[src/rtl/dwf_pkg.sv]
// Shared types and constants of the duplicate word filter.
package dwf_pkg;

    localparam int MAX_WORD    = 63;
    localparam int STORE_DEPTH = 1024;

    localparam int HASH_W  = 32;
    localparam int WLEN_W  = $clog2(MAX_WORD + 1);
    localparam int BUF_AW  = (MAX_WORD > 1) ? $clog2(MAX_WORD) : 1;
    localparam int CNT_W   = $clog2(STORE_DEPTH + 1);
    localparam int GRP     = 32;
    localparam int NGRP    = (STORE_DEPTH + GRP - 1) / GRP;

    localparam int          HASH_SHIFT = 5;
    localparam logic [7:0]  WORD_LO    = 8'd33;
    localparam logic [7:0]  WORD_HI    = 8'd127;
    localparam logic [7:0]  SPACE_BYTE = 8'd32;
    localparam logic [7:0]  END_BYTE   = 8'd0;

    typedef struct packed {
        logic [7:0] in_byte;
        logic       end_of_text;
    } t_in;

    typedef struct packed {
        logic [7:0] out_byte;
        logic       run_last;
        logic       text_end;
        logic       word_truncated;
        logic       store_full;
    } t_out;

    // broadcast to every store cell
    typedef struct packed {
        logic              insert;
        logic [HASH_W-1:0] hash;
    } t_cell_cmd;

    // what a cell hands to its right neighbor
    typedef struct packed {
        logic              lt;
        logic [HASH_W-1:0] val;
    } t_link;

endpackage

[src/rtl/dwf_cell.sv]
// One entry of the sorted hash store: compare flags and shift-on-insert.
module dwf_cell (
    input  logic              i_clk,
    input  dwf_pkg::t_cell_cmd i_cmd,
    input  logic              i_occ,
    input  dwf_pkg::t_link    i_left,
    output dwf_pkg::t_link    o_link,
    output logic              o_eq
);
    import dwf_pkg::*;

    logic [HASH_W-1:0] r_val;
    logic [HASH_W-1:0] n_val;
    logic              r_lt;
    logic              r_eq;

    // entries below the insert point keep; the insert point takes the hash,
    // everything above takes its left neighbor
    always_comb begin
        n_val = r_val;
        if (i_cmd.insert && !r_lt) begin
            n_val = i_left.lt ? i_cmd.hash : i_left.val;
        end
    end

    always_ff @(posedge i_clk) begin
        r_val <= n_val;
        r_lt  <= i_occ && (r_val < i_cmd.hash);
        r_eq  <= i_occ && (r_val == i_cmd.hash);
    end

    assign o_link = '{lt: r_lt, val: r_val};
    assign o_eq   = r_eq;
endmodule

[config.mk]
export PLATFORM = sky130hd
export DESIGN_NAME = dwf_cell
export DESIGN_NICKNAME = d
export VERILOG_FILES = /design/src/rtl/dwf_pkg.sv /design/src/rtl/dwf_cell.sv
export SDC_FILE = /design/constraint.sdc
export NUM_CORES = 1
export LEC_CHECK = 0
export CORE_MARGIN = 2
export CORE_UTILIZATION = 40
export CTS_BUF_LIST = sky130_fd_sc_hd__clkbuf_4
export CTS_CLUSTER_SIZE = 8
export DETAILED_ROUTE_END_ITERATION = 16
export DONT_BUFFER_PORTS = 1
export RECOVER_POWER = 25
export SKIP_LAST_GASP = 1
export SLEW_MARGIN = 20
export SYNTH_ARGS = -nofsm -noshare
export SYNTH_HDL_FRONTEND = slang
export SYNTH_SLANG_ARGS = --single-unit
export TNS_END_PERCENT = 50
[constraint.sdc]
create_clock -name i_clk -period 2.9 [get_ports i_clk]
set_input_delay 0.145 -clock i_clk [delete_from_list [all_inputs] [get_ports i_clk]]
set_output_delay 0.145 -clock i_clk [all_outputs]
set_load 0.02 [all_outputs]
==> run_results.csv <==
group,metric,value,unit
place,pre_cts_ws,1.018,ns
sta,layout_min_cycle_time,1.876,ns
worst_hold_path,hp-start,"i_left[14]",
worst_hold_path,min_to,"r_val[14]$_DFFE_PP_",
finish,fin_nets,302,
synth,synthAdderAreaFrac,17.92,%
cts,cts_buffer_depth,2,
place,placement.io_buffers,0,
sta,fin_skew,0.003371,ns
power,p_per_area,445.6,mW/mm2
power,peakVddDrop,0.2329,mV
global_routing,antenna_found_initial,0,
critical_path,worstPathMaxFanout,2,
global_routing,grt_pass1_vias,1561,
worst_hold_path,hold_class,"primary input to flip-flop",
global_routing,grt_overflow_total,0,
global_routing,grt_max_degree,33,
cts,cts.sinks,34,
floorplanning,core_area,0.005439,mm2
critical_path,r2r_cells,6,
synth,synthMuxAreaShare,16.13,%
place,dp_hpwl,3842,um
cts,path_clk_slew,0.10,ns
critical_path,crit_type,"flip-flop to flip-flop",
synth,synth_xor_area_share,0,%
cts,cts_max_level,2,
cts,post_cts_resized,0,
synth,synthDistinctLibCells,30,
floorplanning,die_area,0.006201,mm2
sta,setup_tns,0,ns
place,gp_congestion,0.7177,
cts,insertion_delay,0.32,ns
critical_path,r2r_slack,1.02,ns
finish,final_area,0.002509,mm2
routing,totalWireLength,4833,um
synth,synth_top_family_by_area,"adder cells",
sta,setup_viol,0,
synth,yosysWarnings,0,
finish,postLayoutCoreUtil,46.12,%
sta,hold_viol_final,0,
synth,ys_ff_latch,34,
outcome,status,"finished clean",
synth,synth_area,0.002235,mm2
finish,diodes,0,
routing,first_pass_iters,4,
worst_hold_path,hold_depth,1,
place,place_area,0.002306,mm2
floorplanning,die_width,78.75,um
synth,synth_fp_nets,285,
sta,tightest_slew,0.9066,ns
power,p_leak,1.074,nW
floorplanning,die_h,78.75,um
global_routing,grt_pass1_wl,7286,um
floorplanning,io_pins,102,
sta,slew_viol_final,0,
sta,fin_ws,1.024,ns
critical_path,rr_endpoint,"r_lt$_DFF_P_",
sta,slew_headroom,39.43,%
routing,wl_per_cell,17.64,um
sta,fin_crit_sh,64.69,%
flow_run,drv_cap,0,
synth,syn_avg_cell_area,12.08,um2
critical_path,crit_required,3.11,ns
routing,drtIter0Drc,13,
routing,dr_total_vias,1452,
cts,cts_root_buffer,"clkbuf_4",
synth,synth_compound_area_share,7.391,%
sta,rsz0062_at_grt,"no",
critical_path,r2r_start,"r_val[14]$_DFFE_PP_",
critical_path,start_kind,"flip-flop",
synth,syn_inst,185,
sta,max_freq,533.0,MHz
global_routing,grtUsageTotal,15.26,%
routing,via_per_inst,5.299,
finish,area_growth,12.26,%
cts,cts_tree,"yes",
routing,ant_nets,0,
cts,cts_made_buffers,5,
synth,synth-simple-area-share,7.223,%
finish,drive_above_1_share,21.29,%
floorplanning,start_util,41.09,%
synth,synth.yosys.seq_area_share,44.79,%
critical_path,end_kind,"flip-flop",
floorplanning,rows,27,
routing,drc,0,
critical_path,cp.arrival,2.08,ns
-- how the worst max path moves through the flow --
stage / startpoint / to / cells after the start
finish: r_val[14]$_DFFE_PP_ / r_lt$_DFF_P_ / 6
global route: r_val[14]$_DFFE_PP_ / r_lt$_DFF_P_ / 6
CTS: r_val[14]$_DFFE_PP_ / r_lt$_DFF_P_ / 6
detailed placement: r_val[14]$_DFFE_PP_ / r_lt$_DFF_P_ / 6
global placement: r_val[14]$_DFFE_PP_ / r_lt$_DFF_P_ / 6
floorplan: r_lt$_DFF_P_ / r_val[0]$_DFFE_PP_ / 1
-- metal layers --
metal	routed length [um]	part of all wire [%]	GRT usage, %	up-vias
li1	-	-	-	708
met1	1767	37	16.09	670
met2	2521	52	28.38	69
met3	506	10	6.250	5
met4	38	0.79	3.158	0
met5	0	0	0	-
-- Yosys cell counts --
cell | count | area share, %
o21ai_1 | 1 | 0.22
inv_1 | 32 | 5.4
a2bb2oi_1 | 1 | 0.39
o211a_1 | 1 | 0.45
edfxtp_1 | 32 | 43
a21oi_1 | 11 | 2.5
nand3_1 | 1 | 0.22
o221a_1 | 1 | 0.50
clkbuf_1 | 1 | 0.17
nand2_1 | 6 | 1.0
ha_1 | 32 | 18
mux2_1 | 2 | 1.0
buf_4 | 1 | 0.34
nand4_2 | 1 | 0.56
nor4_2 | 2 | 1.1
a211oi_2 | 1 | 0.56
a211oi_1 | 1 | 0.34
dfxtp_1 | 2 | 1.8
nor2b_1 | 2 | 0.56
nand4b_1 | 1 | 0.39
buf_2 | 3 | 0.67
o211ai_1 | 1 | 0.34
nand4_1 | 6 | 1.7
nor2_1 | 3 | 0.50
o21ai_0 | 2 | 0.45
nor2b_4 | 1 | 0.62
nor4_1 | 2 | 0.56
mux2_2 | 30 | 15
o21a_1 | 2 | 0.67
a21o_1 | 3 | 1.0
-- state kept, by name, summed over array words and instances (netlist names) --
signal  count
r_lt        1
o_eq        1
r_val      32
-- cells by family after synthesis --
| family | count (synthesis) |
|---|---|
| compound gates | 25 |
| fa+ha+maj | 32 |
| buf+inv | 37 |
| flops | 34 |
| mux | 32 |
| simple gates | 25 |
-- area by class of cell --
type                       instances  area (um2)
timing repair buffer              15       150.1
tap                               72       90.09
clock buffer                       7       52.55
sequential                        34        1001
inverter                          32       120.1
multi-input combinational        114        1095
fill                             504        2930
-- worst max-delay path, stage by stage, from the launching register on --
cell and delay [ns]:
edfxtp_1 0.53, ha_1 0.38, nand4_2 0.15, nor4_2 0.33, o21ai_1 0.11, o211ai_1 0.16
a211oi_2 0.11
-- power by group --
group          internal, mW  total (mW)  switching [mW]
Sequential            0.587       0.657          0.0696
Combinational         0.109       0.205          0.0964
Clock                 0.110       0.256           0.146
Total                 0.806        1.12           0.312
-- placed cells by master, fill, tap and decap left out --
| cell type | instances |
|---|---|
| mux2_2 | 30 |
| o211ai_1 | 1 |
| a211oi_1 | 1 |
| o221a_1 | 1 |
| a21o_1 | 3 |
| a211oi_2 | 1 |
| nand4_1 | 6 |
| o211a_1 | 1 |
| dlygate4sd3_1 | 15 |
| nand4_2 | 1 |
| ha_1 | 32 |
| nor4_1 | 2 |
| o21ai_1 | 1 |
| dfxtp_1 | 2 |
| edfxtp_1 | 32 |
| mux2_1 | 2 |
| nor2b_4 | 2 |
| nor2b_1 | 1 |
| nand3_1 | 1 |
| nand2_1 | 6 |
| a2bb2oi_1 | 1 |
| nor2_1 | 3 |
| o21a_1 | 2 |
| a21oi_1 | 11 |
| clkbuf_4 | 7 |
| nor4_2 | 2 |
| nand4b_1 | 1 |
| o21ai_0 | 2 |
| inv_1 | 32 |
-- repair_timing --
action / in CTS / in global routing
hold buffers: 2 / 13
buffers inserted: 0 / 0
setup endpoints to repair: 0 / 0
hold endpoints to repair: 2 / 7
-- through the flow --
step / hold slack [ns] / instances / power (mW)
4_1_cts: 0.002445 / 261 / 1.123
5_1_grt: 0.0005358 / 274 / 1.186
3_3_place_gp: 0.3321 / 252 / 0.8441
2_1_floorplan: 0.3070 / 185 / 0.8152
3_5_place_dp: 0.3359 / 252 / 0.8564
6_report: 0.03326 / 274 / 1.118
Note: power is estimated with default switching activity, not from simulation.
