### config.mk
export PLATFORM = sky130hd
export DESIGN_NAME = dwf_ram
export DESIGN_NICKNAME = d
export VERILOG_FILES = /design/src/rtl/dwf_ram.sv
export SDC_FILE = /design/constraint.sdc
export NUM_CORES = 1
export LEC_CHECK = 0
export ABC_CLOCK_PERIOD_IN_PS = 5800
export BUFFER_PORTS_ARGS = -buffer_cell sky130_fd_sc_hd__buf_2
export CORE_ASPECT_RATIO = 0.8
export CORE_MARGIN = 5
export CORE_UTILIZATION = 35
export CTS_CLUSTER_SIZE = 24
export DETAILED_ROUTE_END_ITERATION = 8
export MAX_ROUTING_LAYER = met4
export SLEW_MARGIN = 20
export SYNTH_ARGS = -nofsm -noshare
export SYNTH_HDL_FRONTEND = slang
export SYNTH_SLANG_ARGS = --single-unit
### constraint.sdc
create_clock -name i_clk -period 5.8 [get_ports i_clk]
set_clock_uncertainty 0.15 [all_clocks]
set_input_delay 0.29 -clock i_clk [delete_from_list [all_inputs] [get_ports i_clk]]
set_output_delay 0.29 -clock i_clk [all_outputs]
set_load 0.01 [all_outputs]
### src/rtl/dwf_ram.sv
// Generic single-write, single-read RAM with registered read data.
module dwf_ram #(
    parameter int WIDTH = 8,
    parameter int DEPTH = 64,
    parameter int AW    = (DEPTH > 1) ? $clog2(DEPTH) : 1
) (
    input  logic             i_clk,
    input  logic             i_we,
    input  logic [AW-1:0]    i_waddr,
    input  logic [WIDTH-1:0] i_wdata,
    input  logic [AW-1:0]    i_raddr,
    output logic [WIDTH-1:0] o_rdata
);
    logic [WIDTH-1:0] r_mem [DEPTH];
    logic [WIDTH-1:0] r_rdata;

    always_ff @(posedge i_clk) begin
        if (i_we) begin
            r_mem[i_waddr] <= i_wdata;
        end
        r_rdata <= r_mem[i_raddr];
    end

    assign o_rdata = r_rdata;
endmodule

==> flow_summary.ini, run 1 <==
[place]
hpwlAfterDp_um = 27500
pre_cts_ws_ns = 2.36
port_buffers = 29
place.gp.congestion = 0.788

[cts]
clk_pin_slew_ns = 0.06
numCtsBuffers = 49
cts_sinks = 520
h-tree-depth = 2
cts_buffer_depth = 3
cts_setup_buffers = 0
cts_root_buffer = clkbuf_16
cts_tree = yes
insertion_delay_ns = 0.57

[routing]
wl_um = 45700
first_iter_violations = 1050
first_pass_iters = 5
avgViaCountPerCell = 5.30
wl_per_cell_um = 25.6
vias = 9474
antenna_left = 0
route.detailed.drc = 0

[setup_path]
start_kind = primary input
end_kind = register
cp_max_fo = 60
critPathLaunch = i_raddr[0]
rr_startpoint = r_mem[3][3]
worstSetupPathType = primary input to register
ff2ff_path_depth = 4
arrival_ns = 3.10
required_ns = 6.09

[synth]
ys_types = 40
async_flop_share = 0
ys_ff_latch = 520
synth-edff-count = 512
ys_warn_count = 0
synth_ff_type = edfxtp_1
synth.yosys.seq_area_share = 0.770
syn_area_per_cell_um2 = 21.5
synth_nets = 962
syn_inst = 940
synth_area_um2 = 20200

[timing]
fin_hold_ws_ns = 0.130
rsz0062_at_grt = no
hold_viol = 0
min_period_over_period = 0.483
report.final.slew_viol_count = 0
setup_tns_ns = 0
setup_viol = 0
worst_slack_ns = 3.00
fmax_mhz = 357
worstMarginPinSlew_ns = 1.21
fin_crit_ns = 2.80
slew_headroom = 0.170

[global_route]
grt_max_degree = 65
grtUsageTotal = 0.149
grt_overflow_total = 0
grt_pass1_vias = 9419
grt_pass1_wl_um = 66800
antenna_found_initial = 3

[power_and_ir_drop]
max-vdd-ir-drop_v = 0.000200
power_mw = 7.81
power_density_nw_per_um2 = 344
p_leak_nw = 6.94

[floorplanning]
std_cell_rows = 78
die-area_um2 = 62600
io_pins = 30
dieWidth_um = 278
die_y_um = 225
initial_core_util = 0.354
coreArea_um2 = 56900

[worst_hold_path]
hold_path.class = primary input to register
holdPathStages = 1
worstHoldStart = i_wdata[7]

[run]
drv_cap = 0

[final_layout]
layout_commonest_cell = edfxtp_1
drive_gt1_frac = 0.249
final_cell_mix = 512 x edfxtp_1, 126 x mux4_2, 82 x nor2_1
area_delta_synth_final_pct = 12.7
fin_nets = 1010

[status]
status = finished, final reports clean
final timing paths:
path,slack (ns),endpoint
setup reg to reg,3.24,o_rdata[3]
hold reg to reg,0.65,o_rdata[6]
setup / recovery,3.00,o_rdata[4]
hold / removal,0.13,r_mem[46][7]
critical path, stage by stage:
cell and delay [ns]:
clkbuf_8 0.59, buf_4 0.65, mux4_2 0.61, mux4_2 0.50, nor2_1 0.25, o32ai_1 0.14
cell usage after synthesis, drive strengths merged, types with 8 or more instances:
| master | number | area [µm²] |
|---|---|---|
| edfxtp | 512 | 15400 |
| mux4 | 126 | 2840 |
| nor2 | 83 | 312 |
| buf | 34 | 253 |
| mux2i | 23 | 230 |
| nand2 | 19 | 71.3 |
| clkbuf | 17 | 63.8 |
| nor2b | 14 | 87.6 |
| mux2 | 13 | 146 |
| nand3 | 13 | 65.1 |
| dfxtp | 8 | 160 |
| o221ai | 8 | 70.1 |
| o22ai | 8 | 50.1 |
cell families (layout without fill, tap and decap cells):
logic type,count (synthesis),in the layout,share of synthesized area
buffers and inverters,51,135,0.0157
flip-flops,520,520,0.770
AND/OR/NAND/NOR,153,153,0.0339
AO/OA/AOI/OAI,54,54,0.0207
other,0,3,0
multiplexers,162,162,0.159
flip-flops by register name (all words and copies together) (netlist names):
register,count
r_mem,512
o_rdata,8
stage by stage:
step                 util  instances  area, µm²
global route        0.400       1787      22700
global placement    0.371       1696      21100
floorplan               -        940      20200
detailed placement  0.371       1696      21100
finish              0.400       1787      22700
CTS                 0.399       1784      22700
area by class of cell:
type / instances / area [µm²]
Antenna cell: 3 / 7.51
Clock buffer: 66 / 1320
Timing Repair Buffer: 48 / 312
Multi-Input combinational cell: 369 / 4320
Tap cell: 760 / 951
Fill cell: 4991 / 34200
Clock inverter: 21 / 288
Sequential cell: 520 / 15500
repair_timing:
action / 4_1_cts / 5_1_grt
resized for setup: 0 / 0
hold buffers: 1 / 0
hold endpoints to repair: 2 / 0
per-layer routing:
metal | track usage | routed length [µm] | share of wire
met5 | - | 0 | 0
met4 | 0.0282 | 705 | 0.015
met3 | 0.0441 | 4330 | 0.095
met2 | 0.205 | 19800 | 0.43
met1 | 0.221 | 20900 | 0.46
power breakdown:
part           internal, mW  switching [mW]  total, mW
clock network          1.91            1.35       3.26
registers              4.16          0.0110       4.17
logic                 0.140           0.243      0.383
(Power assumes the default switching activity.)
==> run 2: changes to the inputs <==
--- a/config.mk
+++ b/config.mk
@@ -5,7 +5,7 @@
 export SDC_FILE = /design/constraint.sdc
 export NUM_CORES = 1
 export LEC_CHECK = 0
-export ABC_CLOCK_PERIOD_IN_PS = 5800
+export ABC_CLOCK_PERIOD_IN_PS = 2300
 export BUFFER_PORTS_ARGS = -buffer_cell sky130_fd_sc_hd__buf_2
 export CORE_ASPECT_RATIO = 0.8
 export CORE_MARGIN = 5
==> constraint.sdc (replaced) <==
create_clock -name i_clk -period 2.3 [get_ports i_clk]
set_clock_uncertainty 0.15 [all_clocks]
set_input_delay 0.115 -clock i_clk [delete_from_list [all_inputs] [get_ports i_clk]]
set_output_delay 0.115 -clock i_clk [all_outputs]
set_load 0.01 [all_outputs]
==> flow_summary.ini, run 2 (synthesis results as in run 1) <==
[final_layout]
nFillCells = 4957
fin_area_um2 = 23700
finish.utilization = 0.416
area_delta_synth_final_pct = 17.4
final_cell_mix = 512 x edfxtp_1, 126 x mux4_2, 118 x buf_4
top_register = r_mem
drive_gt1_frac = 0.319
layout_commonest_cell = edfxtp_1
largest_register_ffs = 512
fin_nets = 1128

[global_route]
grt_pass1_vias = 10235
grt_pass1_wl_um = 69600
antenna_found_initial = 3
grt_max_degree = 65
grtUsageTotal = 0.155
grt_overflow_total = 0

[routing]
first_iter_violations = 1120
route.detailed.drc = 0
avgViaCountPerCell = 5.25
first_pass_iters = 5
wl_per_cell_um = 25.0
vias = 10010
wl_um = 47600
antenna_left = 0

[cts]
cts_buffer_depth = 3
cts_root_buffer = clkbuf_16
cts_setup_buffers = 0
insertion_delay_ns = 0.57
clk_pin_slew_ns = 0.06
cts_tree = yes
numCtsBuffers = 48
cts_sinks = 520
h-tree-depth = 2

[power_and_ir_drop]
max-vdd-ir-drop_v = 0.000455
power_density_nw_per_um2 = 813
p_leak_nw = 7.56

[place]
hpwlAfterDp_um = 30600
place.gp.congestion = 0.826
place_area_um2 = 22100
port_buffers = 29

[floorplanning]
die_y_um = 225
io_pins = 30
coreArea_um2 = 56900
std_cell_rows = 78
initial_core_util = 0.354
die-area_um2 = 62600
dieWidth_um = 278

[setup_path]
crit_buf_inv = 0
arrival_ns = 2.41
end_kind = register
slowest_delay_ns = 0.48
crit_chain = mux4_2 -> mux2_2 -> o221a_2 -> nor3_2 -> o32ai_1
start_kind = register
required_ns = 2.59
path_delay_family = multiplexers
worstSetupPathType = register to register
critPathSlowestCell = mux4_2
cp_max_fo = 1

[timing]
min_period_over_period = 0.922
fin_crit_ns = 2.12
worstMarginPinSlew_ns = 0.719
slew_headroom = 0.520
rsz0062_at_grt = no
setup_tns_ns = 0
setup_viol = 0
report.final.slew_viol_count = 0
hold_viol = 0
fin_hold_ws_ns = 0.0755
fmax_mhz = 471

[worst_hold_path]
hold_path.class = primary input to register

[status]
status = finished, final reports clean

[run]
drv_cap = 0
run 2: cell count changes in the layout (fill, tap and decap cells not counted), sizes merged:
cell	previous run	this run
bufinv	7	2
clkinvlp	2	0
dlygate4sd3	1	10
diode	3	4
clkinv	9	18
buf	46	156
inv	3	1
clkbuf	67	65
run 2: stage by stage:
step           worst slack (ns)  total power, mW  instances
5_1_grt                  0.0987             19.9       1904
4_1_cts                  0.0150             19.4       1901
3_5_place_dp             -0.156             11.8       1806
3_3_place_gp             -0.165             11.8       1806
2_1_floorplan             0.367             11.3        940
6_report                  0.178             19.2       1905
run 2: worst register-to-register path: stages, from the launching register on:
cell and delay, ns:
edfxtp_1 0.36, mux4_2 0.48, mux2_2 0.28, o221a_2 0.31, nor3_2 0.29, o32ai_1 0.13
run 2: cell type report:
cell class              count  area (µm²)  share of cell area
multi-input cells         369        4320               0.183
clock buffers              64        1320              0.0559
well taps                 760         951              0.0402
flip-flops and latches    520       15500               0.656
diodes                      4        10.0            0.000423
clock inverters            21         163             0.00687
repair buffers            167        1370              0.0579
run 2: path summary, 6_finish.rpt:
| kind | startpoint | endpoint | slack, ns | cells after the start |
|---|---|---|---|---|
| max | r_mem[29][6] | o_rdata[6] | 0.18 | 5 |
| min | i_wdata[3] | r_mem[54][3] | 0.08 | 2 |
| max reg2reg | r_mem[29][6] | o_rdata[6] | 0.18 | 5 |
| min reg2reg | r_mem[31][4] | o_rdata[4] | 0.66 | 3 |
run 2: power breakdown:
group          internal, mW  leakage, nW  total, mW  switching (mW)
clock                  4.26        0.733       7.62            3.36
combinational         0.445         2.16       1.09           0.646
sequential             10.5         4.67       10.5          0.0386
total                  15.2         7.56       19.2            4.05
run 2: per-layer routing:
metal	GRT usage	share of wire	up-vias
li1	-	-	4259
met3	0.0531	0.096	62
met2	0.214	0.42	379
met5	-	0	-
met4	0.0311	0.017	0
met1	0.224	0.46	5310
run 2: repair_timing:
item / CTS / global route
hold buffers: 10 / 0
resized for setup: 0 / 1
endpoints found under the setup margin: 0 / 1
hold endpoints to repair: 290 / 0
==> run 3: changes to the inputs <==
--- a/config.mk
+++ b/config.mk
@@ -5,6 +5,7 @@
 export SDC_FILE = /design/constraint.sdc
 export NUM_CORES = 1
 export LEC_CHECK = 0
+export ABC_AREA = 1
 export ABC_CLOCK_PERIOD_IN_PS = 2300
 export BUFFER_PORTS_ARGS = -buffer_cell sky130_fd_sc_hd__buf_2
 export CORE_ASPECT_RATIO = 0.8
@@ -12,6 +13,7 @@
 export CORE_UTILIZATION = 35
 export CTS_CLUSTER_SIZE = 24
 export DETAILED_ROUTE_END_ITERATION = 8
+export GPL_TIMING_DRIVEN = 0
 export MAX_ROUTING_LAYER = met4
 export SLEW_MARGIN = 20
 export SYNTH_ARGS = -nofsm -noshare
==> flow_summary.ini, run 3 <==
[synth]
synthTopCellsByArea = edfxtp_1 72%, nand2_1 11%, nand3_1 10%
synth_nets = 1827
synth_area_um2 = 21300
synth_ff_type = edfxtp_1
syn_area_per_cell_um2 = 11.8
async_flop_share = 0
synth.yosys.seq_area_share = 0.728
ys_warn_count = 0
synth.largest_area_cell = edfxtp_1
synth_common_cells = 648 x nand2_1, 512 x edfxtp_1, 439 x nand3_1, 56 x nor2_1, 37 x buf_2
yosysTopAreaCellShare = 0.720
yosysMostFrequentCell = nand2_1
synth-edff-count = 512
syn_inst = 1805
ys_ff_latch = 520
ys_types = 16

[global_route]
grtUsageTotal = 0.198
antenna_found_initial = 6
grt_pass1_wl_um = 93500
grt_pass1_vias = 13723
grt_overflow_total = 0
grt_max_degree = 65

[worst_hold_path]
holdPathStages = 1
hold_path.class = primary input to register
worstHoldStart = i_wdata[4]
hold_end = r_mem[57][4]

[place]
dp.cells = 2623
place_area_um2 = 22600
pre_cts_ws_ns = -0.451
port_buffers = 21
hpwlAfterDp_um = 43900
place.gp.congestion = 0.920

[routing]
wl_um = 64800
vias = 14637
first_pass_iters = 5
wl_per_cell_um = 23.8
avgViaCountPerCell = 5.37
first_iter_violations = 2120
route.detailed.drc = 0
antenna_left = 0

[final_layout]
finish.utilization = 0.397
fin_nets = 1917
drive_gt1_frac = 0.101
area_delta_synth_final_pct = 13.1
layout_commonest_cell = nand2_1
final_cell_mix = 648 x nand2_1, 512 x edfxtp_1, 439 x nand3_1
nFillCells = 5766
top_register = r_mem
fin_cells = 2724
fin_area_um2 = 24100
largest_register_ffs = 512

[timing]
worstMarginPinSlew_ns = 1.13
hold_viol = 0
report.final.slew_viol_count = 0
setup_tns_ns = 0
fmax_mhz = 448
min_period_over_period = 0.971
rsz0062_at_grt = no
fin_hold_ws_ns = 0.0172
slew_headroom = 0.243
worst_slack_ns = 0.0666
setup_viol = 0
fin_crit_ns = 2.23

[setup_path]
crit_chain = clkbuf_1 -> inv_1 -> nand4_1 -> nor2_1
arrival_ns = 2.32
r2r_setup_slack_ns = 0.61
ff2ff_path_depth = 8
required_ns = 2.38
worstSetupPathType = primary input to register
slowest_delay_ns = 1.02
start_kind = primary input
reg2reg_to = o_rdata[5]
critPathSlowestCell = nor2_1
rr_startpoint = r_mem[35][5]
path_delay_family = simple AND/OR/NAND/NOR gates
end_kind = register
crit_buf_inv = 2
cp_max_fo = 9

[power_and_ir_drop]
power_mw = 19.6
p_leak_nw = 8.62
max-vdd-ir-drop_v = 0.000554
power_density_nw_per_um2 = 814

[floorplanning]
dieWidth_um = 286
die-area_um2 = 66000
io_pins = 30
coreArea_um2 = 60800
std_cell_rows = 81
initial_core_util = 0.351
die_y_um = 231

[cts]
insertion_delay_ns = 0.62
numCtsBuffers = 49
cts_tree = yes
cts_sinks = 520
cts_buffer_depth = 3
cts_root_buffer = clkbuf_16
cts_setup_buffers = 0
clk_pin_slew_ns = 0.06
h-tree-depth = 2

[status]
status = finished, final reports clean

[run]
drv_cap = 0
run 3: cell types whose count changed after synthesis, moves of 8 or more:
cell | previous run | this run
mux4_2 | 126 | 0
o22ai_1 | 8 | 0
inv_1 | 0 | 10
nor2_1 | 83 | 56
buf_2 | 11 | 37
buf_6 | 4 | 35
mux2_2 | 13 | 0
o221ai_1 | 8 | 0
mux2i_1 | 23 | 0
nor2b_1 | 14 | 0
nand3_1 | 13 | 439
nand2_1 | 19 | 648
run 3: routing by layer:
layer,GRT usage,vias to the layer above,wire length [µm]
met5,-,-,0
met4,0.0394,0,1240
met3,0.0781,100,9280
met2,0.264,840,26000
met1,0.288,7156,28200
li1,-,6541,-
run 3: repair_timing:
action                    CTS  global route
hold endpoints to repair  110             0
hold buffers                9             0
gates resized for setup     0             0
run 3: kinds of logic after synthesis:
group,Yosys count,share of synthesized area
buf+inv,125,0.0402
flops,520,0.728
simple gates,1160,0.232
run 3: where the power goes:
part	total [mW]	switching [mW]	internal, mW
Sequential	10.5	0.0185	10.5
Combinational	1.46	1.09	0.373
Clock	7.68	3.55	4.13
run 3: final cells by class:
cell class / instances / area (µm²) / share of cell area
Multi-Input combinational cell: 1160 / 5000 / 0.207
Tap cell: 788 / 986 / 0.0409
Inverter: 12 / 50.0 / 0.00207
Buffer: 113 / 808 / 0.0335
Timing Repair Buffer: 39 / 280 / 0.0116
Clock buffer: 70 / 1330 / 0.0549
Antenna cell: 4 / 10.0 / 0.000415
Sequential cell: 520 / 15500 / 0.644
Clock inverter: 18 / 138 / 0.00570
run 3: worst max-delay path by stage:
stage / startpoint / endpoint / slack, ns / depth (start not counted)
detailed placement: i_waddr[1] / r_mem[41][7] / -0.45 / 4
finish: i_waddr[1] / r_mem[41][7] / 0.07 / 4
global placement: i_we / r_mem[54][1] / -0.80 / 3
CTS: i_waddr[1] / r_mem[41][3] / 0.18 / 4
floorplan: i_we / r_mem[48][0] / 0.27 / 3
global route: i_waddr[1] / r_mem[41][3] / 0.07 / 4
